<file path="src/design/row_span_frustum_clip_top_defines.svh">
// Assertion macros for the row span unit.
// Used by row_span_frustum_clip_top; expects clk and arst_n in scope.
`ifndef ROW_SPAN_FRUSTUM_CLIP_TOP_DEFINES_SVH
`define ROW_SPAN_FRUSTUM_CLIP_TOP_DEFINES_SVH

`define RSFC_CHECK(lbl, prop, msg) \
	lbl: assert property (@(posedge clk) disable iff (!arst_n) prop) else $error(msg);

`define RSFC_CHECK_IMP(lbl, ante, cons, msg) \
	`RSFC_CHECK(lbl, (ante) |-> (cons), msg)

`endif

</file>
<file path="src/design/rsfc_pkg.sv">
// Shared types and constants of the row span unit.
// No dependencies.
`default_nettype none
package rsfc_pkg;

	localparam int MAP_SIZE_DEF = 1024;
	localparam int DIV_STEPS = 27;
	localparam int SQRT_STEPS = 24;

	typedef enum logic [2:0] {
		REG_RIGHT_DX = 3'd0,
		REG_RIGHT_DY = 3'd1,
		REG_LEFT_DX  = 3'd2,
		REG_LEFT_DY  = 3'd3,
		REG_NEAR_OFS = 3'd4,
		REG_CENTER_C = 3'd5,
		REG_CENTER_R = 3'd6,
		REG_RADIUS   = 3'd7
	} rsfc_reg_t;

	typedef struct packed {
		logic signed [31:0] right_dx;
		logic signed [31:0] right_dy;
		logic signed [31:0] left_dx;
		logic signed [31:0] left_dy;
		logic signed [31:0] near_ofs;
		logic [9:0]         center_col;
		logic [9:0]         center_row;
		logic [7:0]         radius;
		logic [31:0]        abs_right_dx;
		logic [31:0]        abs_left_dx;
	} rsfc_cfg_t;

	typedef struct packed {
		logic        neg;
		logic        ovf;
		logic [32:0] rem;
		logic [26:0] quo;
		logic [10:0] low;
	} rsfc_div_t;

	typedef struct packed {
		logic        vld;
		logic        skip;
		logic [15:0] d2;
		logic [26:0] srem;
		logic [23:0] root;
		rsfc_div_t   dr;
		rsfc_div_t   dl;
	} rsfc_iter_t;

endpackage
`default_nettype wire

</file>
<file path="src/design/rsfc_front.sv">
// Front stages: row reach test, disk and plane products, divider setup.
// Depends on rsfc_pkg.
`default_nettype none
module rsfc_front #(
	parameter int MAP_SIZE = rsfc_pkg::MAP_SIZE_DEF
) (
	input  wire logic               clk,
	input  wire logic               arst_n,
	input  wire logic               adv,
	input  wire logic               req_xfer,
	input  wire logic [9:0]         row_index,
	input  wire rsfc_pkg::rsfc_cfg_t cfg,
	output rsfc_pkg::rsfc_iter_t    it_s5
);
	import rsfc_pkg::*;

	localparam logic signed [13:0] MAP_MAX = 14'(MAP_SIZE - 1);

	logic              vld_s1;
	logic [9:0]        row_s1;
	logic              vld_s2, skip_s2;
	logic signed [8:0] dy_s2;
	logic              vld_s3, skip_s3;
	logic signed [17:0] d2_s3;
	logic signed [40:0] pr_s3, pl_s3;
	logic              vld_s4, skip_s4;
	logic [15:0]       d2_s4;
	logic signed [41:0] rhr_s4, rhl_s4;

	logic signed [13:0] y_lo, y_hi, row14, dy14;
	logic               reach;
	logic signed [17:0] dsq, rsq, d2;
	logic signed [40:0] prod_r, prod_l;
	logic signed [41:0] cext, rhs_r, rhs_l;
	logic               skip3;
	logic [41:0]        mag_r, mag_l;
	rsfc_iter_t         init;

	always_comb begin
		y_lo = $signed({4'b0, cfg.center_row}) - $signed({6'b0, cfg.radius});
		if (y_lo < 0) begin
			y_lo = '0;
		end
		y_hi = $signed({4'b0, cfg.center_row}) + $signed({6'b0, cfg.radius});
		if (y_hi > MAP_MAX) begin
			y_hi = MAP_MAX;
		end
		row14 = $signed({4'b0, row_s1});
		reach = (row14 >= y_lo) && (row14 <= y_hi);
		dy14  = row14 - $signed({4'b0, cfg.center_row});
	end

	always_comb begin
		rsq    = $signed({2'b0, 16'({8'b0, cfg.radius} * {8'b0, cfg.radius})});
		dsq    = dy_s2 * dy_s2;
		d2     = rsq - dsq;
		prod_r = cfg.right_dy * dy_s2;
		prod_l = cfg.left_dy * dy_s2;
	end

	always_comb begin
		cext  = {{10{cfg.near_ofs[31]}}, cfg.near_ofs};
		rhs_r = cext - {pr_s3[40], pr_s3};
		rhs_l = -cext - {pl_s3[40], pl_s3};
		skip3 = skip_s3 || (d2_s3 <= 0)
			|| ((cfg.right_dx == 0) && (rhs_r < 0))
			|| ((cfg.left_dx == 0) && (rhs_l > 0));
	end

	always_comb begin
		mag_r       = rhr_s4[41] ? 42'(-rhr_s4) : rhr_s4;
		mag_l       = rhl_s4[41] ? 42'(-rhl_s4) : rhl_s4;
		init        = '0;
		init.vld    = vld_s4;
		init.skip   = skip_s4;
		init.d2     = d2_s4;
		init.dr.neg = rhr_s4[41] ^ cfg.right_dx[31];
		init.dr.ovf = {1'b0, mag_r[41:11]} >= cfg.abs_right_dx;
		init.dr.rem = {2'b0, mag_r[41:11]};
		init.dr.low = mag_r[10:0];
		init.dl.neg = rhl_s4[41] ^ cfg.left_dx[31];
		init.dl.ovf = {1'b0, mag_l[41:11]} >= cfg.abs_left_dx;
		init.dl.rem = {2'b0, mag_l[41:11]};
		init.dl.low = mag_l[10:0];
	end

	always_ff @(posedge clk or negedge arst_n) begin
		if (!arst_n) begin
			vld_s1 <= 1'b0;
			vld_s2 <= 1'b0;
			vld_s3 <= 1'b0;
			vld_s4 <= 1'b0;
			it_s5  <= '0;
		end else if (adv) begin
			vld_s1 <= req_xfer;
			vld_s2 <= vld_s1;
			vld_s3 <= vld_s2;
			vld_s4 <= vld_s3;
			it_s5  <= init;
		end
	end

	always_ff @(posedge clk) begin
		if (adv) begin
			row_s1  <= row_index;
			skip_s2 <= !reach;
			dy_s2   <= dy14[8:0];
			skip_s3 <= skip_s2;
			d2_s3   <= d2;
			pr_s3   <= prod_r;
			pl_s3   <= prod_l;
			skip_s4 <= skip3;
			d2_s4   <= d2_s3[15:0];
			rhr_s4  <= rhs_r;
			rhl_s4  <= rhs_l;
		end
	end

endmodule
`default_nettype wire

</file>
<file path="config.mk">
export PLATFORM = sky130hd
export DESIGN_NAME = rsfc_front
export DESIGN_NICKNAME = d
export VERILOG_FILES = /design/src/design/row_span_frustum_clip_top_defines.svh /design/src/design/rsfc_pkg.sv /design/src/design/rsfc_front.sv
export SDC_FILE = /design/constraint.sdc
export NUM_CORES = 2
export LEC_CHECK = 0
export ABC_AREA = 1
export BUFFER_PORTS_ARGS = -buffer_cell sky130_fd_sc_hd__buf_4
export CAP_MARGIN = 10
export CORE_ASPECT_RATIO = 1.5
export CORE_MARGIN = 4
export CORE_UTILIZATION = 46
export CTS_BUF_LIST = sky130_fd_sc_hd__clkbuf_2
export DETAILED_ROUTE_END_ITERATION = 12
export GPL_TIMING_DRIVEN = 0
export SETUP_SLACK_MARGIN = 0.2
export SYNTH_ARGS = -nofsm -noshare
export SYNTH_HDL_FRONTEND = slang
export SYNTH_SLANG_ARGS = --single-unit
</file>
<file path="constraint.sdc">
create_clock -name clk -period 9.7 [get_ports clk]
set_input_delay 1.455 -clock clk [delete_from_list [all_inputs] [get_ports clk]]
set_output_delay 1.455 -clock clk [all_outputs]
set_load 0.01 [all_outputs]
</file>
==> run summary <==
Initial Utilization: 46.41%
FF+latch count, synth: 332
Crit Reg-Reg Endpoint: pl_s3[39]$_DFFE_PP_
final net count: 7,858
CTS Buffer Depth: 3
f_max: 131.4 MHz
drt pass-1 iters: 7
CP max-delay cell: fa_1
sequential cell area: 9419 sq um
DR iter-0 viols: 2,294
CTS Buf Count: 85
CTS sink count: 332
Final Setup Violations: 0
routability cong.: 0.9668
CTS root buffer: clkbuf_2
Async S/R FF share, synth: 33.13%
FF-to-FF Start: dy_s2[8]$_DFFE_PP_
Final HPWL DP: 123,000 um
clk_skew: 0.1203 ns
ranking of synthesized cells by area: fa_1, edfxtp_1, ha_1
fin crit share: 78.49%
share of cells above drive strength 1: 10.03%
Worst EP required: 10.75 ns
top cell type's share of synthesized area: 23.73%
status: finished, final reports clean
ys flop type: edfxtp_1
H-tree depth: 3
Die Y: 402.9 um
Final Hold Fails: 0
final wirelength: 142,600 um
largest area contributor in the netlist: fa_1
largest net degree at the start of global routing: 87
relative slew slack: 16.34%
I/O Pins: 481
Die ar.: 109,300 sq um
Mean Syn Cell Area: 7.900 sq um
synth warn: 0
core area: 103,100 sq um
antenna violations before repair: 17
Critical Path Source: cfg[69]
Worst Path Class, Setup: in -> reg
Critical Path End: d2_s3[17]$_DFFE_PP_
DRC viols: 0
Final ANT Viol Nets: 0
area of the multi-input gates: 32,220 sq um
pins over their slew limit: 0
critical path's most frequent cell: fa_1
global route overflow: 0
aggregate global-route resource usage: 26.11%
flop-to-flop setup slack: 2.51 ns
Vias: 39,223
Port Buffer Count: 297
post_cts resized: 0
Cell Area, Synth: 47,830 sq um
Setup Total Neg Slack: 0 ns
Layout area overhead: 11.04%
RSZ-0062 raised after global routing: false
CTS clk-pin slew, worst paths: 0.12 ns
first-pass GRT wire length: 222,000 um
Cell variety after synth: 61
Avg WL per Cell: 17.81 um
sequential fraction of the synthesis area: 19.69%
EDFF count, synth: 222
Crit path largest cell delay: 0.56 ns
Worst Path Arrival: 8.66 ns
row cnt: 144
CTS tree: done
vias in the first global route: 40,966
max-cap violation count: 0
Tightest Hold Check Type: in -> reg
Fill cells: 10,306
Worst Tran Pin Value: 1.255 ns
Worst-Skew Late Latency: 1.25 ns
cells on worst reg2reg path: 21
Synth Instances: 6,054
commonest non-fill, non-tap cells in the layout: nand2_1, inv_1, fa_1, ha_1, buf_4
Setup crit end kind: flop
Vias/cell: 4.897
min cycle time layout: 7.613 ns
CP Max Fanout: 10
Worst setup SP type: input pin
most common cell after layout, fill and taps aside: nand2_1
die width: 271.3 um
Yosys cell counts (5+ instances only):
master	number
edfxtp_1	222
nor4_1	35
o21bai_1	15
a21oi_2	5
inv_2	6
nand3_1	128
nand2_1	1523
nand2_2	8
xnor2_1	84
a21o_1	12
o21ai_0	150
clkbuf_1	162
o211ai_1	7
buf_1	14
dfrtp_1	110
buf_4	109
a21boi_0	5
nor2_2	9
a21oi_1	264
o21a_1	13
fa_1	567
o21ai_1	20
o21ai_2	6
inv_1	1352
nand3b_1	12
or2_2	66
a31oi_1	44
nor3_1	36
nand4_1	41
ha_1	475
xor2_1	161
a211oi_1	8
nor2_1	328
sequential cells by signal, summed over array words and instances, names as in the netlist:
register,flops
rhr_s4,42
rhl_s4,42
skip_s4,1
d2_s3,18
vld_s3,1
vld_s4,1
it_s5,106
skip_s3,1
pl_s3,41
row_s1,10
pr_s3,41
d2_s4,16
skip_s2,1
vld_s1,1
vld_s2,1
dy_s2,9
timing repair:
| item | 4_1_cts | 5_1_grt |
|---|---|---|
| setup buffers | 0 | 0 |
| hold buffers | 1 | 0 |
| hold endpoints to repair | 21 | 0 |
worst min-delay path by stage:
stage,cells after the start,slack [ns],from,to
6_report,1,0.34,row_index[2],row_s1[2]$_DFFE_PP_
5_1_grt,1,0.22,row_index[1],row_s1[1]$_DFFE_PP_
4_1_cts,1,0.14,row_index[2],row_s1[2]$_DFFE_PP_
3_5_place_dp,0,0.43,d2_s3[2]$_DFFE_PP_,d2_s4[2]$_DFFE_PP_
3_3_place_gp,0,0.43,d2_s3[2]$_DFFE_PP_,d2_s4[2]$_DFFE_PP_
2_1_floorplan,0,0.40,skip_s2$_DFFE_PP_,skip_s3$_DFFE_PP_
kinds of logic (layout without fill, tap and decap cells):
group           count (synthesis)  in the layout  share of synthesized area [%]
compound gates                571            571                          6.686
xor+xnor                      247            247                          4.554
flops                         332            332                          19.69
other cells                     1            119                       0.007840
fa+ha+maj                    1042           1042                          36.16
buf+inv                      1648           2098                          13.80
simple gates                 2213           2213                          19.10
layer usage:
metal / track usage (%) / up-vias / share of wire (%)
met5: 0 / - / 0.10
met4: 14.81 / 22 / 6.7
met3: 4.320 / 362 / 5.1
met2: 47.73 / 1067 / 51
met1: 28.55 / 18450 / 37
li1: - / 19322 / -
worst max-delay path: cells and delay by family:
family          cells  cell delay, ns
fa+ha+maj           9            4.17
compound gates      7            1.03
simple gates        8            0.96
buf+inv             7            0.84
xor+xnor            2            0.23
area by class of cell:
type                       instances  area share, %
clock buffer                     114          1.074
sequential                       332          17.74
inverter                        1359          9.605
tap                             1387          3.268
multi-input combinational       4182          60.66
antenna                           10        0.04712
buffer                           289          2.822
timing repair buffer             301          4.394
clock inverter                    35         0.3934
through the flow:
step	std cells	cell area, sq um	util (%)	worst slack, ns	hold WS, ns
floorplan	6162	48240	-	1.586	0.4003
global placement	7846	52200	50.65	0.8064	0.4269
detailed placement	7849	52290	50.74	0.7523	0.4269
CTS	7999	53080	51.51	2.249	0.1408
global route	8004	53100	51.52	1.708	0.2173
finish	8009	53110	51.53	2.087	0.3353
Power is left out: the tool's default activity adds up to more than one toggle a clock period on the data nets, which glitch-free logic cannot reach.
