[src/design/row_span_frustum_clip_top_defines.svh]
// Assertion macros for the row span unit.
// Used by row_span_frustum_clip_top; expects clk and arst_n in scope.
`ifndef ROW_SPAN_FRUSTUM_CLIP_TOP_DEFINES_SVH
`define ROW_SPAN_FRUSTUM_CLIP_TOP_DEFINES_SVH

`define RSFC_CHECK(lbl, prop, msg) \
	lbl: assert property (@(posedge clk) disable iff (!arst_n) prop) else $error(msg);

`define RSFC_CHECK_IMP(lbl, ante, cons, msg) \
	`RSFC_CHECK(lbl, (ante) |-> (cons), msg)

`endif

[src/design/rsfc_pkg.sv]
// Shared types and constants of the row span unit.
// No dependencies.
`default_nettype none
package rsfc_pkg;

	localparam int MAP_SIZE_DEF = 1024;
	localparam int DIV_STEPS = 27;
	localparam int SQRT_STEPS = 24;

	typedef enum logic [2:0] {
		REG_RIGHT_DX = 3'd0,
		REG_RIGHT_DY = 3'd1,
		REG_LEFT_DX  = 3'd2,
		REG_LEFT_DY  = 3'd3,
		REG_NEAR_OFS = 3'd4,
		REG_CENTER_C = 3'd5,
		REG_CENTER_R = 3'd6,
		REG_RADIUS   = 3'd7
	} rsfc_reg_t;

	typedef struct packed {
		logic signed [31:0] right_dx;
		logic signed [31:0] right_dy;
		logic signed [31:0] left_dx;
		logic signed [31:0] left_dy;
		logic signed [31:0] near_ofs;
		logic [9:0]         center_col;
		logic [9:0]         center_row;
		logic [7:0]         radius;
		logic [31:0]        abs_right_dx;
		logic [31:0]        abs_left_dx;
	} rsfc_cfg_t;

	typedef struct packed {
		logic        neg;
		logic        ovf;
		logic [32:0] rem;
		logic [26:0] quo;
		logic [10:0] low;
	} rsfc_div_t;

	typedef struct packed {
		logic        vld;
		logic        skip;
		logic [15:0] d2;
		logic [26:0] srem;
		logic [23:0] root;
		rsfc_div_t   dr;
		rsfc_div_t   dl;
	} rsfc_iter_t;

endpackage
`default_nettype wire

[src/design/rsfc_iter.sv]
// One pipeline stage: one quotient bit of each plane divide, and one root bit while STEP < SQRT_STEPS.
// Depends on rsfc_pkg.
`default_nettype none
module rsfc_iter #(
	parameter int STEP = 0
) (
	input  wire logic                clk,
	input  wire logic                arst_n,
	input  wire logic                adv,
	input  wire rsfc_pkg::rsfc_cfg_t cfg,
	input  wire rsfc_pkg::rsfc_iter_t it_in,
	output rsfc_pkg::rsfc_iter_t     it_out
);
	import rsfc_pkg::*;

	logic       dbit;
	logic [1:0] sbits;
	rsfc_iter_t nxt;
	logic [32:0] sh_r, sh_l;
	logic [26:0] srem_sh;
	logic [25:0] trial;

	if (STEP <= 10) begin : g_dbit
		assign dbit = it_in.dr.low[10 - STEP];
	end else begin : g_dzero
		assign dbit = 1'b0;
	end

	logic dbit_l;
	if (STEP <= 10) begin : g_dbit_l
		assign dbit_l = it_in.dl.low[10 - STEP];
	end else begin : g_dzero_l
		assign dbit_l = 1'b0;
	end

	if (STEP <= 7) begin : g_sbits
		assign sbits = it_in.d2[15 - 2 * STEP -: 2];
	end else begin : g_szero
		assign sbits = 2'b00;
	end

	always_comb begin
		nxt  = it_in;
		sh_r = {it_in.dr.rem[31:0], dbit};
		if (sh_r >= {1'b0, cfg.abs_right_dx}) begin
			nxt.dr.rem = sh_r - {1'b0, cfg.abs_right_dx};
			nxt.dr.quo = {it_in.dr.quo[25:0], 1'b1};
		end else begin
			nxt.dr.rem = sh_r;
			nxt.dr.quo = {it_in.dr.quo[25:0], 1'b0};
		end
		sh_l = {it_in.dl.rem[31:0], dbit_l};
		if (sh_l >= {1'b0, cfg.abs_left_dx}) begin
			nxt.dl.rem = sh_l - {1'b0, cfg.abs_left_dx};
			nxt.dl.quo = {it_in.dl.quo[25:0], 1'b1};
		end else begin
			nxt.dl.rem = sh_l;
			nxt.dl.quo = {it_in.dl.quo[25:0], 1'b0};
		end
		srem_sh = {it_in.srem[24:0], sbits};
		trial   = {it_in.root, 2'b01};
		if (STEP < SQRT_STEPS) begin
			if (srem_sh >= {1'b0, trial}) begin
				nxt.srem = srem_sh - {1'b0, trial};
				nxt.root = {it_in.root[22:0], 1'b1};
			end else begin
				nxt.srem = srem_sh;
				nxt.root = {it_in.root[22:0], 1'b0};
			end
		end
	end

	always_ff @(posedge clk or negedge arst_n) begin
		if (!arst_n) begin
			it_out <= '0;
		end else if (adv) begin
			it_out <= nxt;
		end
	end

endmodule
`default_nettype wire

[config.mk]
export PLATFORM = sky130hd
export DESIGN_NAME = rsfc_iter
export DESIGN_NICKNAME = d
export VERILOG_FILES = /design/src/design/row_span_frustum_clip_top_defines.svh /design/src/design/rsfc_pkg.sv /design/src/design/rsfc_iter.sv
export SDC_FILE = /design/constraint.sdc
export NUM_CORES = 1
export LEC_CHECK = 0
export ABC_AREA = 1
export ABC_CLOCK_PERIOD_IN_PS = 1100
export BUFFER_PORTS_ARGS = -buffer_cell sky130_fd_sc_hd__buf_2
export CORE_AREA = 2 2 269 271
export DETAILED_ROUTE_END_ITERATION = 7
export DIE_AREA = 0 0 271 273
export PLACE_DENSITY_LB_ADDON = 0.12
export SYNTH_ARGS = -nofsm -noshare
export SYNTH_HDL_FRONTEND = slang
export SYNTH_SLANG_ARGS = --single-unit
export TNS_END_PERCENT = 10
[constraint.sdc]
create_clock -name clk -period 1.1 [get_ports clk]
set_clock_uncertainty 0.05 [all_clocks]
set_input_delay 0.11 -clock clk [delete_from_list [all_inputs] [get_ports clk]]
set_output_delay 0.11 -clock clk [all_outputs]
set_load 0.05 [all_outputs]
==> results of run 1 <==
cells in the final DEF, fill, tap and decap left out, drive strengths merged:
cell	n
a21o	1
a21oi	65
and2	7
buf	992
clkbuf	40
clkinv	4
clkinvlp	3
dfrtp	215
diode	2
dlygate4sd3	270
dlymetal6s4s	1
fa	2
ha	90
inv	454
nand2	1238
nand3	155
nand3b	22
nand4	95
nor2	125
nor3	26
nor4	1
o21a	2
o21ai	42
o21bai	4
or2	1
xnor2	41
xor2	3
how the worst min path moves through the flow:
stage               slack (ps)  cells past startpoint           to   start
floorplan                 -240                      0    it_out[0]  arst_n
global placement           -80                      1  it_out[186]  arst_n
detailed placement         -80                      1  it_out[186]  arst_n
CTS                        -80                      4  it_out[196]     adv
global route               -50                      4  it_out[196]     adv
finish                     -50                      4  it_out[196]     adv
worst max-delay path, stage by stage:
cell and delay [ps]:
sky130_fd_sc_hd__buf_2 120, sky130_fd_sc_hd__ha_4 310, sky130_fd_sc_hd__nand2_4 70, sky130_fd_sc_hd__nor2_4 120
sky130_fd_sc_hd__nand2_2 90, sky130_fd_sc_hd__nor3_2 210, sky130_fd_sc_hd__buf_4 150, sky130_fd_sc_hd__nand2_4 70
sky130_fd_sc_hd__buf_12 140, sky130_fd_sc_hd__buf_12 130, sky130_fd_sc_hd__buf_16 150, sky130_fd_sc_hd__nand4_1 70
sky130_fd_sc_hd__nand3_1 80, sky130_fd_sc_hd__nand2_1 70
final cells by class:
cell class,instances,area [um2]
well taps,950,1189
clock inverters,7,58.81
diodes,2,5.005
fillers,7199,38510
flip-flops and latches,215,5383
multi-input cells,1920,12040
repair buffers,1269,11330
inverters,454,1763
clock buffers,34,721.9
cell usage after synthesis:
library cell,instances,area [um2]
sky130_fd_sc_hd__nor2_1,124,465.5
sky130_fd_sc_hd__nor2_2,1,6.260
sky130_fd_sc_hd__nand3b_1,22,165.2
sky130_fd_sc_hd__and2_1,7,43.79
sky130_fd_sc_hd__nand3_1,151,755.7
sky130_fd_sc_hd__buf_1,9,33.78
sky130_fd_sc_hd__xor2_1,3,26.28
sky130_fd_sc_hd__buf_4,6,45.04
sky130_fd_sc_hd__o21a_1,2,15.01
sky130_fd_sc_hd__a21o_1,1,7.510
sky130_fd_sc_hd__a21oi_2,1,8.760
sky130_fd_sc_hd__xnor2_1,41,359.1
sky130_fd_sc_hd__a21oi_4,1,16.27
sky130_fd_sc_hd__a21oi_1,63,315.3
sky130_fd_sc_hd__nor3_2,1,10.01
sky130_fd_sc_hd__ha_1,90,1126
sky130_fd_sc_hd__clkbuf_1,52,195.2
sky130_fd_sc_hd__nand2_1,1233,4628
sky130_fd_sc_hd__inv_1,454,1704
sky130_fd_sc_hd__dfrtp_1,215,5380
sky130_fd_sc_hd__o21ai_1,1,5.000
sky130_fd_sc_hd__buf_6,2,22.52
sky130_fd_sc_hd__nor3_1,25,125.1
sky130_fd_sc_hd__nor4_4,1,21.27
sky130_fd_sc_hd__nand2_2,5,31.28
sky130_fd_sc_hd__fa_1,2,40.04
sky130_fd_sc_hd__buf_2,10,50.05
sky130_fd_sc_hd__o21bai_1,4,30.03
sky130_fd_sc_hd__or2_0,1,6.260
sky130_fd_sc_hd__nand3_2,3,30.03
sky130_fd_sc_hd__nand4_2,2,25.02
sky130_fd_sc_hd__nand4_1,93,581.8
sky130_fd_sc_hd__o21ai_0,41,205.2
sky130_fd_sc_hd__nand3_4,1,17.52
kinds of logic after synthesis:
family	after synthesis
AND/OR/NAND/NOR	1670
AO/OA/AOI/OAI	114
flip-flops	215
buffers and inverters	533
adder cells (fa/ha/maj)	92
XOR/XNOR	44
layer usage:
layer  vias up  share of wire [%]  track usage (%)
li1      10610                  -                -
met1      9994                 44            26.85
met2       580                 47            35.87
met3       143                5.4            3.945
met4         6                3.4            6.426
met5         -              0.046                0
through the flow:
step	total power [mW]	instance area, um2	setup WS (ps)	hold slack (ps)
6_report	36.66	32490	-335.6	-46.83
5_1_grt	38.65	32490	-413.8	-54.52
4_1_cts	35.18	30350	-299.3	-81.95
3_5_place_dp	23.84	23950	-1147	-76.26
3_3_place_gp	23.83	23950	-1162	-79.29
2_1_floorplan	18.03	17200	-624.2	-235.6
what timing repair did:
action	CTS	global route
cloned	9	6
hold endpoints to repair	424	19
setup buffers	45	24
endpoints found under the setup margin	311	324
pin swaps	104	143
gates resized for setup	641	607
power by group through the flow:
| stage | logic, mW | clock network, mW | registers [mW] |
|---|---|---|---|
| detailed placement | 14.2 | 0 | 9.64 |
| floorplan | 4.87 | 0 | 13.2 |
| finish | 18.6 | 8.29 | 9.79 |
| global route | 19.9 | 8.85 | 9.90 |
| global placement | 14.2 | 0 | 9.64 |
| CTS | 17.0 | 8.60 | 9.62 |
==> results.txt, run 1 <==
Including well taps, the total number of placed cells is 4459. The portion of synthesized area spent on multiplexers is 0%. Worst hold slack across all endpoints: -46.83 ps.

Setup repair after global routing could not meet its margin everywhere. For this configuration, the core starts out at a cell density of 23.24%. 685 I/O pins were placed. The count of routing violations after the opening detailed-route iteration was 1120; the final hold violation count was 19. Cell internal power was estimated by the tool at 21.48 mW.

The die width is 271 um. In this run the critical register-to-register path is launched from it_out[83]. The tightest min-delay check is of the in -> reg type. The logs give 0 for the number of max-slew violations in the final report and 21890 for the via count of the first global-routing pass. Max-cap violations in this run came to 0.

The total overflow left after global routing is 0. Synthesis produced 2668 cells. The largest registers in the layout are it_out (215).

In this run the worst path has a maximum fanout of 8. After floorplanning, the core was sized to cover 71000 um2. The register with the most flip-flops in the layout has 215 of them.

Via density per instance: 4.398. The critical path ends at it_out[134]. The first TritonRoute pass finished after 5 iterations. The tools report the data arrival time of the critical path as 1890 ps. The proportion of layout cells with a drive suffix above 1 works out to 41.57%.

Summed over all failing endpoints, the final setup total negative slack is -66350 ps. The wire length of the first global-routing pass came out at 122300 um. The checks that failed: negative hold slack, negative setup slack. In the global route stage, overall resource usage came out at 21.03%.

The worst setup path is of the in -> reg kind. For this run, the number of Yosys warnings is 0. Counting every net in the synthesized netlist gives 3230.

The HPWL after detailed placement is 61560 um. Number of nets with antenna violations after routing: 0. In this run the power density over the cells is 1128 nW/um2. The fraction of the cycle the final worst path needs is 130.5%. The share of the synthesized netlist area taken by xor and xnor gates is 2.336%. The clock passes through at most 3 buffers. Setup violations remaining at the end of the flow were counted as 311.

Total number of nets in the final design: 4449. The sequential power share was 26.7%. In this run the worst setup path begins at it_in[135]. For the worst flop-to-flop path, the logic depth is 3. The die is 273 um tall. The shortest clock period the worst path allows after layout was 1436 ps; the clock-pin slew on the worst setup and hold paths was 60 ps.

The sequential area share after synthesis was 32.61%. After synthesis, the largest family of logic cells by area is simple AND/OR/NAND/NOR gates. The maximum vdd drop came out at 1.081 mV. The clock drives 215 sinks. The number of buffers inserted by hold repair at cts was 271. The number of antenna violations at the first check in global routing came out at 11. Of the total power, the share spent switching nets is 41.40%. The clock reaches the later pin of the worst-skew pair after 580 ps. The number of register bits inferred by synthesis was 215.

The worst register-to-register path ends at it_out[83]. Per report_power, the combinational group accounts for 50.7% of the total. STA classifies the critical path startpoint as a primary input. The endpoint type of the worst setup path was a register. The flow ran to the end, but the final reports show violations. After Yosys synthesis, full adders, half adders and majority gates account for 7.068% of the synthesized area.

The synthesized netlist devotes 3.655% of its cell area to compound gates. STA puts the critical path data required time at 1560 ps. CTS placed an instance of sky130_fd_sc_hd__clkbuf_16 at the clock tree root. The mean area per synthesized cell is 6.184 um2. For the number of levels in the clock H-tree, the log shows 1.

The logs give 34 for the count of unique library cells instantiated by Yosys and 61 for the maximum number of pins on one net before global-route repair. TritonCTS built the clock tree. Buffers placed on the I/O ports in this run total 490. The run gives 81820 um as the routed wire length. The register name with the most flops was it_out.

The final worst setup slack is -335.6 ps, and the actual transition at the worst max-transition pin is 690.3 ps. Buffers inserted during clock tree synthesis total 27. In the routed design, unresolved DRC markers number 0. At the end of routability-driven placement, the weighted congestion stood at 0.9477. The run gives 17.25 nW as the leakage power of the design.

The worst register-to-register path has a setup slack of 250 ps. The final core area utilization is 45.76%. For the maximum operating frequency, the log shows 696.6 MHz.

From synthesis to final layout, the design area changed by 96.93%. The finished layout holds 4851 standard cells, fillers aside. The logs give 15.18 mW for the switching power of the nets and 21340 for the via count.

The cell row count was 98. In this run, the clock network consumes 22.6% of the power. The die covers 73980 um2. After synthesis the cells add up to 16500 um2. The average wire length per cell after detail routing was 16.87 um.

The run gives 53.98% as the max-slew headroom at the worst pin. The simple-gate share of the synthesized area was 41.90%.
(Power assumes the default switching activity.)
==> run 2: changes to the inputs <==
--- a/config.mk
+++ b/config.mk
@@ -6,7 +6,7 @@
 export NUM_CORES = 1
 export LEC_CHECK = 0
 export ABC_AREA = 1
-export ABC_CLOCK_PERIOD_IN_PS = 1100
+export ABC_CLOCK_PERIOD_IN_PS = 1700
 export BUFFER_PORTS_ARGS = -buffer_cell sky130_fd_sc_hd__buf_2
 export CORE_AREA = 2 2 269 271
 export DETAILED_ROUTE_END_ITERATION = 7
==> constraint.sdc (replaced) <==
create_clock -name clk -period 1.7 [get_ports clk]
set_clock_uncertainty 0.05 [all_clocks]
set_input_delay 0.17 -clock clk [delete_from_list [all_inputs] [get_ports clk]]
set_output_delay 0.17 -clock clk [all_outputs]
set_load 0.05 [all_outputs]
==> results.txt, run 2 (synthesis gave the netlist of run 1 again) <==
The total congestion overflow came out at 0 (unchanged). The largest fanout on the critical path was 93 (+85); the layout-stage area growth over the synthesis result was 61.84%. The tools report the via count of the first global-routing pass as 20250 (-7.5%). The run gives 23.24% (unchanged) as the initial core utilization. The cell area power density is 812.7 nW/um2 (-28%), and the number of levels in the clock H-tree is 1 (unchanged). The flip-flop and latch area came out at 5380 um2 (about the same). The number of filler cells placed in the layout is 7773 (+8.0%). The worst setup path is launched from a primary input. For the final routed DRC violation total, the log shows 0 (unchanged). The class of the most critical setup path is in -> reg. The die span in y was 273 um (unchanged).

The tools report the number of search-and-repair iterations in the first detailed-routing pass as 6 (+1). Final core area utilization: 37.61% (-8.2 points). The multi-input logic area was 9774 um2 (-19%); the switching power of the nets was 8.895 mW (-41%). The run gives 19.33% (-1.7 points) as the combined global-route utilization of all metal layers. For the total core area, the log shows 71000 um2 (unchanged).

The final worst setup slack came out at 63.12 ps (+398.7 ps). The average wire length per cell after detail routing works out to 15.76 um (-6.5%). The proportion of layout cells with a drive suffix above 1 was 27.60% (-14 points).

The count of buffers added by post-CTS timing repair for setup was 0 (-100%); the max-slew headroom at the worst pin was 67.15% (+13 points). The via density per instance is 4.255 (-3.3%), and the number of CTS-inserted buffers is 29 (+7.4%). The required time of the critical path was 2160 ps (+600 ps). For the via count, the log shows 19890 (-6.8%). The tools report the final HPWL from detailed placement as 59510 um (-3.3%). The met3 capacity usage during global routing is 3.805% (-0.14 points). Number of max-slew violations in the final report: 0 (unchanged).

The number of antenna violations at the first check in global routing was 9 (-2); the final standard cell area without fillers was 26700 um2 (-18%). The switching fraction of total power is 40.99% (-0.41 points). Internal cell power: 12.80 mW (-40%). The run gives 570 ps (about the same) as the clock network latency to the later pin of the worst-skew pair. The worst setup path is captured at a register. The tools report the maximum number of pins on one net before global-route repair as 94 (+54%). The global routing's busiest layer is met2. The run gives 98 (unchanged) as the cell row count. Port buffer count: 490 (unchanged). The final hold violation count is 0 (-19). The flow ran to the end, and the final reports show no timing, DRC or antenna violations. The routability congestion estimate was 0.9321 (-1.6%). TritonCTS built the clock tree. The largest registers in the layout are it_out (215). The clock-pin slew on the worst setup and hold paths is 60 ps (about the same), and the routed wire length is 73670 um (-10%). The actual transition at the worst max-transition pin was 487.6 ps (-202.8 ps).

For the maximum vdd drop, the log shows 0.7631 mV (-29%). The die width was 271 um (unchanged); the share of power burned in combinational logic was 43.4% (-7.3 points). The tools report the wire length of the first global-routing pass as 113300 um (-7.3%).

The tools report the count of maximum capacitance violations as 0 (unchanged). The logs give 3 (unchanged) for the number of buffers on the longest clock path and 28.3% (+1.6 points) for the sequential power share. For the relative contribution of the clock network to total power, the log shows 28.3% (+5.7 points). Setup repair after global routing could not meet its margin everywhere. Counting flops per register, the top entry is it_out.

The setup total negative slack is 0 ps (+66350 ps). In this run the worst hold path is classified as in -> async. In the layout the commonest cells are 1222 x sky130_fd_sc_hd__nand2_1, 486 x sky130_fd_sc_hd__buf_2, 446 x sky130_fd_sc_hd__inv_1.

The tools report the leakage power of the design as 15.38 nW (-11%). The post-place setup slack is -656.0 ps (+490.8 ps). Leaving out fill and tap cells, the most frequent cell in the layout is sky130_fd_sc_hd__nand2_1.

The data arrival time of the critical path is 2100 ps (+210 ps), and the total setup violations reported at the end of the flow is 0 (-100%). The number of sinks handled by clock tree synthesis is 215 (unchanged), and the number of flip-flops under the largest register name is 215 (unchanged). The global routing usage on met2 was 32.68% (-3.2 points). The tools report the root buffer cell as sky130_fd_sc_hd__clkbuf_16. The met1 usage was 25.12% (-1.7 points). The placed cell area was 23600 um2 (-1.5%); the shortest clock period the worst path allows after layout was 1637 ps.

The count of routing violations after the opening detailed-route iteration is 1150 (+2.7%), and the number of placed I/O pins is 685 (unchanged). The number of nets with antenna violations after routing was 0 (unchanged). Based on the critical path, the design can be clocked at up to 610.9 MHz. The floorplan die area is 73980 um2 (unchanged). The fraction of the cycle the final worst path needs was 96.29%; the total number of nets in the final design was 4266 (-4.1%).
## run 2: changes by cell type in the layout (fill, tap and decap cells not counted), sizes merged
cell | previous run | this run
buf | 992 | 878
dlygate4sd3 | 270 | 204
clkbuf | 40 | 43
bufinv | 0 | 2
clkinv | 4 | 2
clkinvlp | 3 | 2
diode | 2 | 3
dlymetal6s4s | 1 | 0
inv | 454 | 455
## run 2: critical path, stage by stage
cell and delay, ps:
sky130_fd_sc_hd__dlygate4sd3_1 590, sky130_fd_sc_hd__buf_6 170, sky130_fd_sc_hd__buf_12 350, sky130_fd_sc_hd__nand2_1 140
sky130_fd_sc_hd__nand2_1 80, sky130_fd_sc_hd__dlygate4sd3_1 540
## run 2: repair_timing
item,4_1_cts,5_1_grt
cloned,0,0
hold endpoints to repair,422,0
pin swaps,0,3
setup endpoints to repair,1,76
gates resized for setup,1,29
hold buffers,204,0
## run 2: cell type report
cell class                      count  share of cell area, %
Clock buffer                       41                  3.112
Multi-Input combinational cell   1920                  36.61
Antenna cell                        3                0.02812
Clock inverter                      7                 0.4077
Tap cell                          950                  4.452
Inverter                          454                  6.495
Sequential cell                   215                  20.15
Timing Repair Buffer             1084                  28.75
## run 2: routing by layer
layer,routed length [um],vias to the layer above
li1,-,10230
met1,33490,9118
met2,34230,455
met3,4315,79
met4,1574,8
met5,60,-
## run 2: stage by stage
step	total power [mW]	instances	hold slack (ps)
after floorplan	11.67	2668	-175.6
after global placement	15.28	4419	41.20
after detailed placement	15.29	4419	24.85
after CTS	22.03	4671	2.514
after global routing	23.09	4674	6.109
final	21.70	4674	7.782
## run 2: worst paths after layout
path,slack [ps],from,cells after the start,endpoint
max,60,adv,6,it_out[10]
min,8,arst_n,2,it_out[147]
max reg2reg,500,it_out[10],3,it_out[10]
min reg2reg,410,it_out[5],2,it_out[5]
max in group asynchronous,940,arst_n,3,it_out[56]
min in group clk,40,it_in[176],6,it_out[178]
## run 2: power groups by stage
stage,Clock [mW],Sequential (mW),Combinational (mW)
2_1_floorplan,0,8.52,3.15
3_3_place_gp,0,6.22,9.06
3_5_place_dp,0,6.22,9.07
4_1_cts,6.39,6.15,9.49
5_1_grt,6.59,6.23,10.3
6_report,6.13,6.15,9.42
