==> src/design/row_span_frustum_clip_top_defines.svh <==
// Assertion macros for the row span unit.
// Used by row_span_frustum_clip_top; expects clk and arst_n in scope.
`ifndef ROW_SPAN_FRUSTUM_CLIP_TOP_DEFINES_SVH
`define ROW_SPAN_FRUSTUM_CLIP_TOP_DEFINES_SVH

`define RSFC_CHECK(lbl, prop, msg) \
	lbl: assert property (@(posedge clk) disable iff (!arst_n) prop) else $error(msg);

`define RSFC_CHECK_IMP(lbl, ante, cons, msg) \
	`RSFC_CHECK(lbl, (ante) |-> (cons), msg)

`endif

==> src/design/rsfc_pkg.sv <==
// Shared types and constants of the row span unit.
// No dependencies.
`default_nettype none
package rsfc_pkg;

	localparam int MAP_SIZE_DEF = 1024;
	localparam int DIV_STEPS = 27;
	localparam int SQRT_STEPS = 24;

	typedef enum logic [2:0] {
		REG_RIGHT_DX = 3'd0,
		REG_RIGHT_DY = 3'd1,
		REG_LEFT_DX  = 3'd2,
		REG_LEFT_DY  = 3'd3,
		REG_NEAR_OFS = 3'd4,
		REG_CENTER_C = 3'd5,
		REG_CENTER_R = 3'd6,
		REG_RADIUS   = 3'd7
	} rsfc_reg_t;

	typedef struct packed {
		logic signed [31:0] right_dx;
		logic signed [31:0] right_dy;
		logic signed [31:0] left_dx;
		logic signed [31:0] left_dy;
		logic signed [31:0] near_ofs;
		logic [9:0]         center_col;
		logic [9:0]         center_row;
		logic [7:0]         radius;
		logic [31:0]        abs_right_dx;
		logic [31:0]        abs_left_dx;
	} rsfc_cfg_t;

	typedef struct packed {
		logic        neg;
		logic        ovf;
		logic [32:0] rem;
		logic [26:0] quo;
		logic [10:0] low;
	} rsfc_div_t;

	typedef struct packed {
		logic        vld;
		logic        skip;
		logic [15:0] d2;
		logic [26:0] srem;
		logic [23:0] root;
		rsfc_div_t   dr;
		rsfc_div_t   dl;
	} rsfc_iter_t;

endpackage
`default_nettype wire

==> src/design/rsfc_back.sv <==
// Back stages: plane bounds, margin and radius clamp, rounding, map clamp.
// Depends on rsfc_pkg.
`default_nettype none
module rsfc_back #(
	parameter int MAP_SIZE = rsfc_pkg::MAP_SIZE_DEF
) (
	input  wire logic                clk,
	input  wire logic                arst_n,
	input  wire logic                adv,
	input  wire rsfc_pkg::rsfc_cfg_t cfg,
	input  wire rsfc_pkg::rsfc_iter_t it_in,
	output logic                     vld_q,
	output logic                     span_valid_q,
	output logic [9:0]               span_left_q,
	output logic [9:0]               span_right_q
);
	import rsfc_pkg::*;

	localparam logic signed [13:0] MAP_MAX = 14'(MAP_SIZE - 1);
	localparam logic signed [29:0] MARGIN  = 30'sd196608;
	localparam logic signed [29:0] CEIL_ADD = 30'sd65535;

	logic               vld_b1, skip_b1, vld_b2, skip_b2, vld_b3, skip_b3;
	logic signed [28:0] qr_b1, ql_b1, d_b1, lo_b2, hi_b2;
	logic signed [13:0] fl_b3, cl_b3;

	logic [27:0]        mag_r, mag_l;
	logic signed [28:0] qr, ql, lo, hi;
	logic signed [29:0] lo30, hi30, rq, hc;
	logic               empty3, empty4;
	logic signed [13:0] xl, xr;

	always_comb begin
		mag_r = it_in.dr.ovf ? 28'h8000000 : {1'b0, it_in.dr.quo};
		mag_l = it_in.dl.ovf ? 28'h8000000 : {1'b0, it_in.dl.quo};
		qr    = it_in.dr.neg ? -$signed({1'b0, mag_r}) : $signed({1'b0, mag_r});
		ql    = it_in.dl.neg ? -$signed({1'b0, mag_l}) : $signed({1'b0, mag_l});
	end

	always_comb begin
		lo = -d_b1;
		hi = d_b1;
		if (cfg.right_dx > 0 && qr_b1 < hi) begin
			hi = qr_b1;
		end
		if (cfg.right_dx < 0 && qr_b1 > lo) begin
			lo = qr_b1;
		end
		if (cfg.left_dx > 0 && ql_b1 > lo) begin
			lo = ql_b1;
		end
		if (cfg.left_dx < 0 && ql_b1 < hi) begin
			hi = ql_b1;
		end
	end

	always_comb begin
		rq   = $signed({6'b0, cfg.radius, 16'b0});
		lo30 = {lo_b2[28], lo_b2} - MARGIN;
		hi30 = {hi_b2[28], hi_b2} + MARGIN;
		if (lo30 < -rq) begin
			lo30 = -rq;
		end
		if (hi30 > rq) begin
			hi30 = rq;
		end
		empty3 = lo30 > hi30;
		hc     = hi30 + CEIL_ADD;
	end

	always_comb begin
		xl = $signed({4'b0, cfg.center_col}) + fl_b3;
		xr = $signed({4'b0, cfg.center_col}) + cl_b3;
		if (xl < 0) begin
			xl = '0;
		end
		if (xr > MAP_MAX) begin
			xr = MAP_MAX;
		end
		empty4 = skip_b3 || (xl > xr);
	end

	always_ff @(posedge clk or negedge arst_n) begin
		if (!arst_n) begin
			vld_b1 <= 1'b0;
			vld_b2 <= 1'b0;
			vld_b3 <= 1'b0;
			vld_q  <= 1'b0;
		end else if (adv) begin
			vld_b1 <= it_in.vld;
			vld_b2 <= vld_b1;
			vld_b3 <= vld_b2;
			vld_q  <= vld_b3;
		end
	end

	always_ff @(posedge clk) begin
		if (adv) begin
			skip_b1      <= it_in.skip;
			qr_b1        <= qr;
			ql_b1        <= ql;
			d_b1         <= $signed({5'b0, it_in.root});
			skip_b2      <= skip_b1;
			lo_b2        <= lo;
			hi_b2        <= hi;
			skip_b3      <= skip_b2 || empty3;
			fl_b3        <= lo30[29:16];
			cl_b3        <= hc[29:16];
			span_valid_q <= !empty4;
			span_left_q  <= empty4 ? 10'd0 : xl[9:0];
			span_right_q <= empty4 ? 10'd0 : xr[9:0];
		end
	end

endmodule
`default_nettype wire

==> config.mk <==
export PLATFORM = sky130hd
export DESIGN_NAME = rsfc_back
export DESIGN_NICKNAME = d
export VERILOG_FILES = /design/src/design/row_span_frustum_clip_top_defines.svh /design/src/design/rsfc_pkg.sv /design/src/design/rsfc_back.sv
export SDC_FILE = /design/constraint.sdc
export NUM_CORES = 1
export LEC_CHECK = 0
export ABC_AREA = 0
export BUFFER_PORTS_ARGS = -buffer_cell sky130_fd_sc_hd__buf_4
export CAP_MARGIN = 30
export CORE_AREA = 2 2 194 196
export CTS_BUF_LIST = sky130_fd_sc_hd__clkbuf_16
export CTS_CLUSTER_DIAMETER = 120
export DETAILED_ROUTE_END_ITERATION = 16
export DIE_AREA = 0 0 196 198
export PLACE_DENSITY = 0.7
export SETUP_SLACK_MARGIN = 0.3
export SLEW_MARGIN = 20
export SYNTH_ARGS = -nofsm -noshare
export SYNTH_HDL_FRONTEND = slang
export SYNTH_SLANG_ARGS = --single-unit
==> constraint.sdc <==
create_clock -name clk -period 9.4 [get_ports clk]
set_input_delay 0.47 -clock clk [delete_from_list [all_inputs] [get_ports clk]]
set_output_delay 0.47 -clock clk [all_outputs]
set_load 0.03 [all_outputs]
==> flow_metrics.env, run 1 <==
export IMPL_outcome="finished, final reports clean"
export IMPL_layout_commonest_cell="buf_4"
export IMPL_grt_util_all_layers_pct=22.1
export IMPL_crit_path_end_kind="flop"
export IMPL_crit_end="lo_b2[1]$_DFFE_PP_"
export IMPL_final_cell_mix="buf_4, ha_1, edfxtp_1"
export IMPL_seqPwrFrac_pct=40.7
export IMPL_fillers=3383
export IMPL_drive_above_1_share_pct=14.7
export IMPL_core_um2=37000
export IMPL_cellPowerDensity_nw_per_um2=152
export IMPL_switchingPower_uw=972
export IMPL_start_kind="flop"
export IMPL_clockRootBuffer="clkbuf_16"
export IMPL_die_h_um=198
export IMPL_synth_cells=1645
export IMPL_setup_viol=0
export IMPL_tritoncts_num_buffers=17
export IMPL_grt_max_degree=72
export IMPL_grt_pass1_vias=12777
export IMPL_wl_mm=42.0
export IMPL_critPathArrivalTime_ps=8680
export IMPL_worstMarginPinSlew_ps=928
export IMPL_cpMostUsedCell="o21ai_0"
export IMPL_worstSetupPathType="flop to flop"
export IMPL_slew_headroom_pct=36.5
export IMPL_ys_seq_elements=196
export IMPL_synth_nets=2311
export IMPL_crit_fanout=16
export IMPL_syn_cell_area_um2=16100
export IMPL_dp_hpwl_mm=34.7
export IMPL_slew_viol_final=0
export IMPL_internal_power_mw=1.87
export IMPL_num_io_pins=492
export IMPL_grt_overflow_total=0
export IMPL_leakage_nw=8.25
export IMPL_r2r_start="d_b1[0]$_DFFE_PP_"
export IMPL_async_flop_share_pct=2.04
export IMPL_drt_iter0_markers=712
export IMPL_clkTransAtPathRegs_ps=80
export IMPL_die_w_um=196
export IMPL_synth_distinct_cells=70
export IMPL_holdWs_ps=178
export IMPL_antenna_found_initial=0
export IMPL_r2r_end="lo_b2[1]$_DFFE_PP_"
export IMPL_yosysWarnings=0
export IMPL_clkPwrFrac_pct=26.5
export IMPL_holdPathStages=1
export IMPL_port_buffers=190
export IMPL_viasPerCell=5.53
export IMPL_place_congestion=0.944
export IMPL_htreeDepth=4
export IMPL_nets=2491
export IMPL_diodes=0
export IMPL_cp_required_ps=9690
export IMPL_layout_min_cycle_time_ps=8380
export IMPL_fin_util_pct=50.6
export IMPL_wl_per_cell_um=18.2
export IMPL_dr_pass1_iters=6
export IMPL_initial_core_util_pct=43.6
export IMPL_cts_tree="done"
export IMPL_fp_dieArea_um2=38800
export IMPL_syn_avg_cell_area_um2=9.78
export IMPL_cpMaxStageDelayCell="a2111oi_0"
export IMPL_setup_tns_ps=0
export IMPL_hold_class="input pin to flop"
export IMPL_ys_seq_area_share_pct=36.4
export IMPL_fmax_mhz=119
export IMPL_p_comb_share_pct=32.8
export IMPL_fin_crit_sh_pct=89.2
export IMPL_synthFlopType="edfxtp_1"
export IMPL_cts_buffer_depth=2
export IMPL_sw_frac_of_total_pct=34.2
export IMPL_slowest_delay_ps=830
export IMPL_grt_pass1_wl_mm=66.9
export IMPL_drc=0
export IMPL_crit_start="d_b1[0]$_DFFE_PP_"
export IMPL_rows=71
export IMPL_finalClockSkew_ps=15.5
export IMPL_ant_nets=0
export IMPL_ff2ff_setup_slack_ps=1020
export IMPL_reg2regPathDepth=26
export IMPL_finalHoldViolations=0
export IMPL_rsz0062_at_grt="no"
export IMPL_synth_edf_count=192
export IMPL_area_delta_synth_final_pct=16.1
export IMPL_num_vias=12790
export IMPL_maxCapViolCount=0
export IMPL_clock_latency_ps=460
export IMPL_max_vdd_ir_drop_mv=0.118
export IMPL_clock_sinks=196
-- critical path: cells and delay by family, from the launching register on --
| family | cells | cell delay, ps |
|---|---|---|
| AND/OR/NAND/NOR | 2 | 760 |
| multiplexers | 3 | 1080 |
| adder cells (fa/ha/maj) | 3 | 890 |
| flip-flops | 1 | 470 |
| AO/OA/AOI/OAI | 16 | 4490 |
| buffers and inverters | 2 | 510 |
-- what timing repair did --
| action | 4_1_cts | 5_1_grt |
|---|---|---|
| endpoints found under the hold margin | 4 | 0 |
| buffers inserted | 0 | 0 |
| resized for setup | 0 | 0 |
| hold buffers | 1 | 0 |
-- sequential cells by signal, summed over array words and instances (netlist names) --
name,flops
vld_b2,1
d_b1,24
fl_b3,14
vld_b3,1
lo_b2,29
cl_b3,14
ql_b1,29
span_left_q,10
skip_b3,1
span_right_q,10
span_valid_q,1
hi_b2,29
qr_b1,29
vld_b1,1
vld_q,1
skip_b1,1
skip_b2,1
-- stage by stage --
stage	worst slack, ps	cell area, µm²	std cells	power (mW)
2_1_floorplan	2370	16100	1645	1.77
3_3_place_gp	1400	18100	2278	2.07
3_5_place_dp	1250	18100	2278	2.10
4_1_cts	1130	18700	2311	2.85
5_1_grt	533	18700	2312	3.01
6_report	1020	18700	2312	2.84
-- metal layers --
layer  GRT usage [%]  part of all wire (%)  vias up  wire length, µm
li1                -                     -     6416                -
met1            27.0                    43     5985            18200
met2            39.7                    50      331            20800
met3            2.84                   3.7       58             1570
met4            8.61                   3.2        0             1350
met5               0                     0        -                0
-- area by class of cell --
class | count | area [µm²] | area share, %
inverter | 149 | 559 | 2.99
sequential | 196 | 5870 | 31.4
timing repair buffer | 205 | 1550 | 8.28
clock buffer | 17 | 425 | 2.28
multi-input combinational | 1256 | 9510 | 50.9
tap | 474 | 593 | 3.17
clock inverter | 15 | 184 | 0.984
-- worst min-delay path by stage --
stage,end,start
floorplan,vld_b1$_DFFE_PN0P_,arst_n
global placement,vld_b2$_DFFE_PN0P_,arst_n
global route,d_b1[0]$_DFFE_PP_,it_in[146]
finish,d_b1[0]$_DFFE_PP_,it_in[146]
CTS,d_b1[0]$_DFFE_PP_,it_in[146]
detailed placement,vld_b2$_DFFE_PN0P_,arst_n
-- power by group through the flow --
stage / combinational [mW] / sequential [mW] / clock [mW]
2_1_floorplan: 0.618 / 1.16 / 0
3_3_place_gp: 0.901 / 1.17 / 0
3_5_place_dp: 0.923 / 1.18 / 0
4_1_cts: 0.930 / 1.16 / 0.768
5_1_grt: 1.04 / 1.17 / 0.795
6_report: 0.932 / 1.16 / 0.751
-- cells in the mapped netlist (11+ instances only) --
library cell / count / area (µm²)
ha_1: 194 / 2430
edfxtp_1: 192 / 5770
inv_1: 149 / 559
nor2_1: 116 / 435
nand2_1: 98 / 368
mux2i_1: 97 / 971
xnor2_1: 75 / 657
a21oi_1: 74 / 370
o21ai_0: 56 / 280
nor3_1: 50 / 250
a21o_1: 46 / 345
nor4_1: 36 / 225
xor2_1: 36 / 315
nor2b_1: 35 / 219
clkbuf_1: 34 / 128
nand4_1: 33 / 206
nand3_1: 31 / 155
and3_1: 24 / 150
nand2b_1: 24 / 150
a211oi_1: 19 / 143
mux2_1: 17 / 191
o21a_1: 16 / 120
mux2_2: 15 / 169
o31ai_1: 15 / 113
and2_1: 14 / 87.6
o21bai_1: 12 / 90.1
nor3b_1: 11 / 82.6
-- kinds of logic after synthesis --
family                     share of synthesized area [%]
xor gates and xnor gates                            6.32
buffers and inverters                               4.69
and+or+nand+nor                                     16.7
AOI/OAI and AO/OA                                   12.1
adders and majority gates                           15.5
muxes                                               8.27
DFF                                                 36.4
Power figures use the tool's default switching activity.
==> inputs of run 2 (changes only) <==
Settings changed: ABC_AREA 0 to 1, CORE_AREA 2 2 194 196 to 2 2 191 193, DIE_AREA 0 0 196 198 to 0 0 193 195, PLACE_DENSITY 0.7 to 0.74, TNS_END_PERCENT set to 10.
==> run 2 against run 1 <==
Critical path depth is 8 higher. Critical endpoint is now lo_b2[22]$_DFFE_PP_. Largest power group unchanged. First-iteration DRC count is 42% higher. Global-route usage is 2.6 points higher. Area after synthesis is 5.0% higher. Register-to-register slack better by 1000 ps. Clock power is 0.9% lower.
==> flow_metrics.env, run 2 <==
export IMPL_synthFlopType="edfxtp_1"
export IMPL_wl_met3_mm=2.02
export IMPL_antenna_found_initial=0
export IMPL_internal_power_mw=1.85
export IMPL_rsz0062_at_grt="no"
export IMPL_synth_compound_area_share_pct=8.43
export IMPL_clkPwrFrac_pct=24.9
export IMPL_layout_min_cycle_time_ps=7350
export IMPL_sw_frac_of_total_pct=38.2
export IMPL_fp_dieArea_um2=37600
export IMPL_dp_hpwl_mm=38.1
export IMPL_setup_tns_ps=0
export IMPL_grt_pass1_vias=14565
export IMPL_grt_pass1_wl_mm=72.7
export IMPL_slew_headroom_pct=39.8
export IMPL_dr_max_layer_used="met4"
export IMPL_synth_nets=2824
export IMPL_ys_seq_area_share_pct=34.7
export IMPL_syn_avg_cell_area_um2=7.83
export IMPL_synth_xor_area_share_pct=5.54
export IMPL_cp_required_ps=9710
export IMPL_clock_latency_ps=460
export IMPL_grt_overflow_total=0
export IMPL_max_vdd_ir_drop_mv=0.147
export IMPL_yosysTopAreaCellShare_pct=34.1
export IMPL_initial_core_util_pct=47.7
export IMPL_finalClockSkew_ps=16.0
export IMPL_layout_commonest_cell="nand2_1"
export IMPL_p_comb_share_pct=35.6
export IMPL_critPathArrivalTime_ps=7660
export IMPL_wl_mm=45.6
export IMPL_ys_seq_elements=196
export IMPL_drt_iter0_markers=1010
export IMPL_cts_tree="done"
export IMPL_clockRootBuffer="clkbuf_16"
export IMPL_clkTransAtPathRegs_ps=80
export IMPL_leakage_nw=9.19
export IMPL_cpMaxStageDelayCell="nand3_2"
export IMPL_worstMarginPinSlew_ps=904
export IMPL_seqPwrFrac_pct=39.6
export IMPL_synth_cells=2158
export IMPL_dr_pass1_iters=5
export IMPL_fillers=3331
export IMPL_drive_above_1_share_pct=13.7
export IMPL_synthMuxAreaShare_pct=0
export IMPL_htreeDepth=4
export IMPL_grt_util_all_layers_pct=24.7
export IMPL_worstSetupPathType="flop to flop"
export IMPL_area_delta_synth_final_pct=14.2
export IMPL_post_cts_setup_buffers=0
export IMPL_cpMostUsedCell="nand2_1"
export IMPL_cellPowerDensity_nw_per_um2=155
export IMPL_grt_max_degree=81
export IMPL_yosysWarnings=0
export IMPL_core_um2=35400
export IMPL_clock_sinks=196
export IMPL_met1_length_mm=19.0
export IMPL_slew_viol_final=0
export IMPL_yosysMostFrequentCell="nand2_1"
export IMPL_outcome="finished, final reports clean"
export IMPL_num_io_pins=492
export IMPL_stdcell_count=2793
export IMPL_tritoncts_num_buffers=17
export IMPL_yosys_area_share_simple_pct=29.1
export IMPL_crit_fanout=30
export IMPL_cts_buffer_depth=2
export IMPL_fmax_mhz=136
export IMPL_yosysTopAreaCell="edfxtp_1"
export IMPL_fin_crit_sh_pct=78.2
export IMPL_die_w_um=193
export IMPL_synth_fa_ha_area_share_pct=14.6
export IMPL_yosys_top_cells_area="edfxtp_1, ha_1, nand2_1"
export IMPL_slowest_delay_ps=450
export IMPL_place_congestion=0.921
export IMPL_setup_viol=0
export IMPL_switchingPower_mw=1.14
export IMPL_drc=0
export IMPL_start_kind="flop"
export IMPL_diodes=0
export IMPL_maxCapViolCount=0
export IMPL_synth_top_family_by_area="simple AND/OR/NAND/NOR gates"
export IMPL_dp_cells=2759
export IMPL_wl_per_cell_um=16.3
export IMPL_ant_nets=0
export IMPL_syn_cell_area_um2=16900
export IMPL_async_flop_share_pct=2.04
export IMPL_wl_met2_mm=22.4
export IMPL_synth_edf_count=192
export IMPL_nets=2985
export IMPL_viasPerCell=5.35
export IMPL_final_cell_mix="nand2_1, inv_1, nor2_1"
export IMPL_crit_path_end_kind="flop"
export IMPL_num_vias=14941
export IMPL_synth_common_cells="nand2_1, inv_1, nor2_1"
export IMPL_finalHoldViolations=0
export IMPL_rows=69
export IMPL_synth_distinct_cells=64
export IMPL_die_h_um=195
export IMPL_port_buffers=190
export IMPL_hold_class="input pin to flop"
export IMPL_cts_resized_gates=0
run 2: changes by cell type after synthesis, sizes merged, moves of 30 or more:
cell,delta
a21o,-41
a21oi,+30
inv,+114
mux2,-32
mux2i,-97
nand2,+490
nand3,+92
nand4,+55
nor2,+96
nor2b,-35
o21ai,+33
xnor2,-45
xor2,+41
run 2: layout make-up:
class / count / area (µm²) / area share (%)
clock buffers: 17 / 425 / 2.20
clock inverters: 15 / 173 / 0.895
inverters: 264 / 993 / 5.15
multi-input cells: 1641 / 9740 / 50.5
flip-flops and latches: 196 / 5870 / 30.4
well taps: 461 / 577 / 2.99
repair buffers: 199 / 1520 / 7.85
run 2: per-layer routing:
metal | global-route usage, % | vias to the layer above
li1 | - | 7599
met1 | 30.3 | 6858
met2 | 42.7 | 389
met3 | 3.13 | 95
met4 | 11.7 | 0
met5 | 0 | -
run 2: worst paths after layout:
check | startpoint | end | slack (ps) | cells after the start
worst max register to register | d_b1[0]$_DFFE_PP_ | lo_b2[22]$_DFFE_PP_ | 2050 | 34
worst min register to register | skip_b1$_DFFE_PP_ | skip_b2$_DFFE_PP_ | 430 | 0
worst max-delay path | d_b1[0]$_DFFE_PP_ | lo_b2[22]$_DFFE_PP_ | 2050 | 34
min in group asynchronous | arst_n | vld_b3$_DFFE_PN0P_ | 320 | 2
max in group asynchronous | arst_n | vld_b2$_DFFE_PN0P_ | 8970 | 2
worst min-delay path | it_in[213] | skip_b1$_DFFE_PP_ | 180 | 1
run 2: timing repair:
| item | 4_1_cts | 5_1_grt |
|---|---|---|
| endpoints found under the hold margin | 4 | 0 |
| endpoints found under the setup margin | 0 | 0 |
| hold buffers | 1 | 0 |
run 2: kinds of logic after synthesis:
family / after synthesis
fa+ha+maj: 196
simple gates: 1093
compound gates: 245
flops: 196
xor+xnor: 107
buf+inv: 321
run 2: through the flow:
| step | area [µm²] | total power [mW] | setup WS, ps | hold slack [ps] | utilization [%] |
|---|---|---|---|---|---|
| after floorplan | 16900 | 1.91 | 4250 | 174 | - |
| after global placement | 18700 | 2.22 | 2230 | 267 | 52.7 |
| final | 19300 | 2.99 | 2050 | 178 | 54.5 |
| after CTS | 19300 | 3.00 | 2130 | 153 | 54.5 |
| after global routing | 19300 | 3.19 | 1460 | 157 | 54.5 |
| after detailed placement | 18700 | 2.25 | 2160 | 269 | 52.7 |
run 2: critical path: cells and delay by family (launching register included):
family / cells / cell delay, ps
AO/OA/AOI/OAI: 2 / 710
XOR/XNOR: 1 / 130
adder cells (fa/ha/maj): 3 / 730
buffers and inverters: 7 / 1120
flip-flops: 1 / 430
AND/OR/NAND/NOR: 21 / 4040
run 2: power groups by stage:
stage                     sequential [mW]  clock, mW  combinational (mW)
after floorplan                      1.18          0               0.728
after global placement               1.20          0                1.01
after detailed placement             1.20          0                1.05
after CTS                            1.18      0.760                1.06
after global routing                 1.19      0.790                1.21
final                                1.18      0.744                1.06
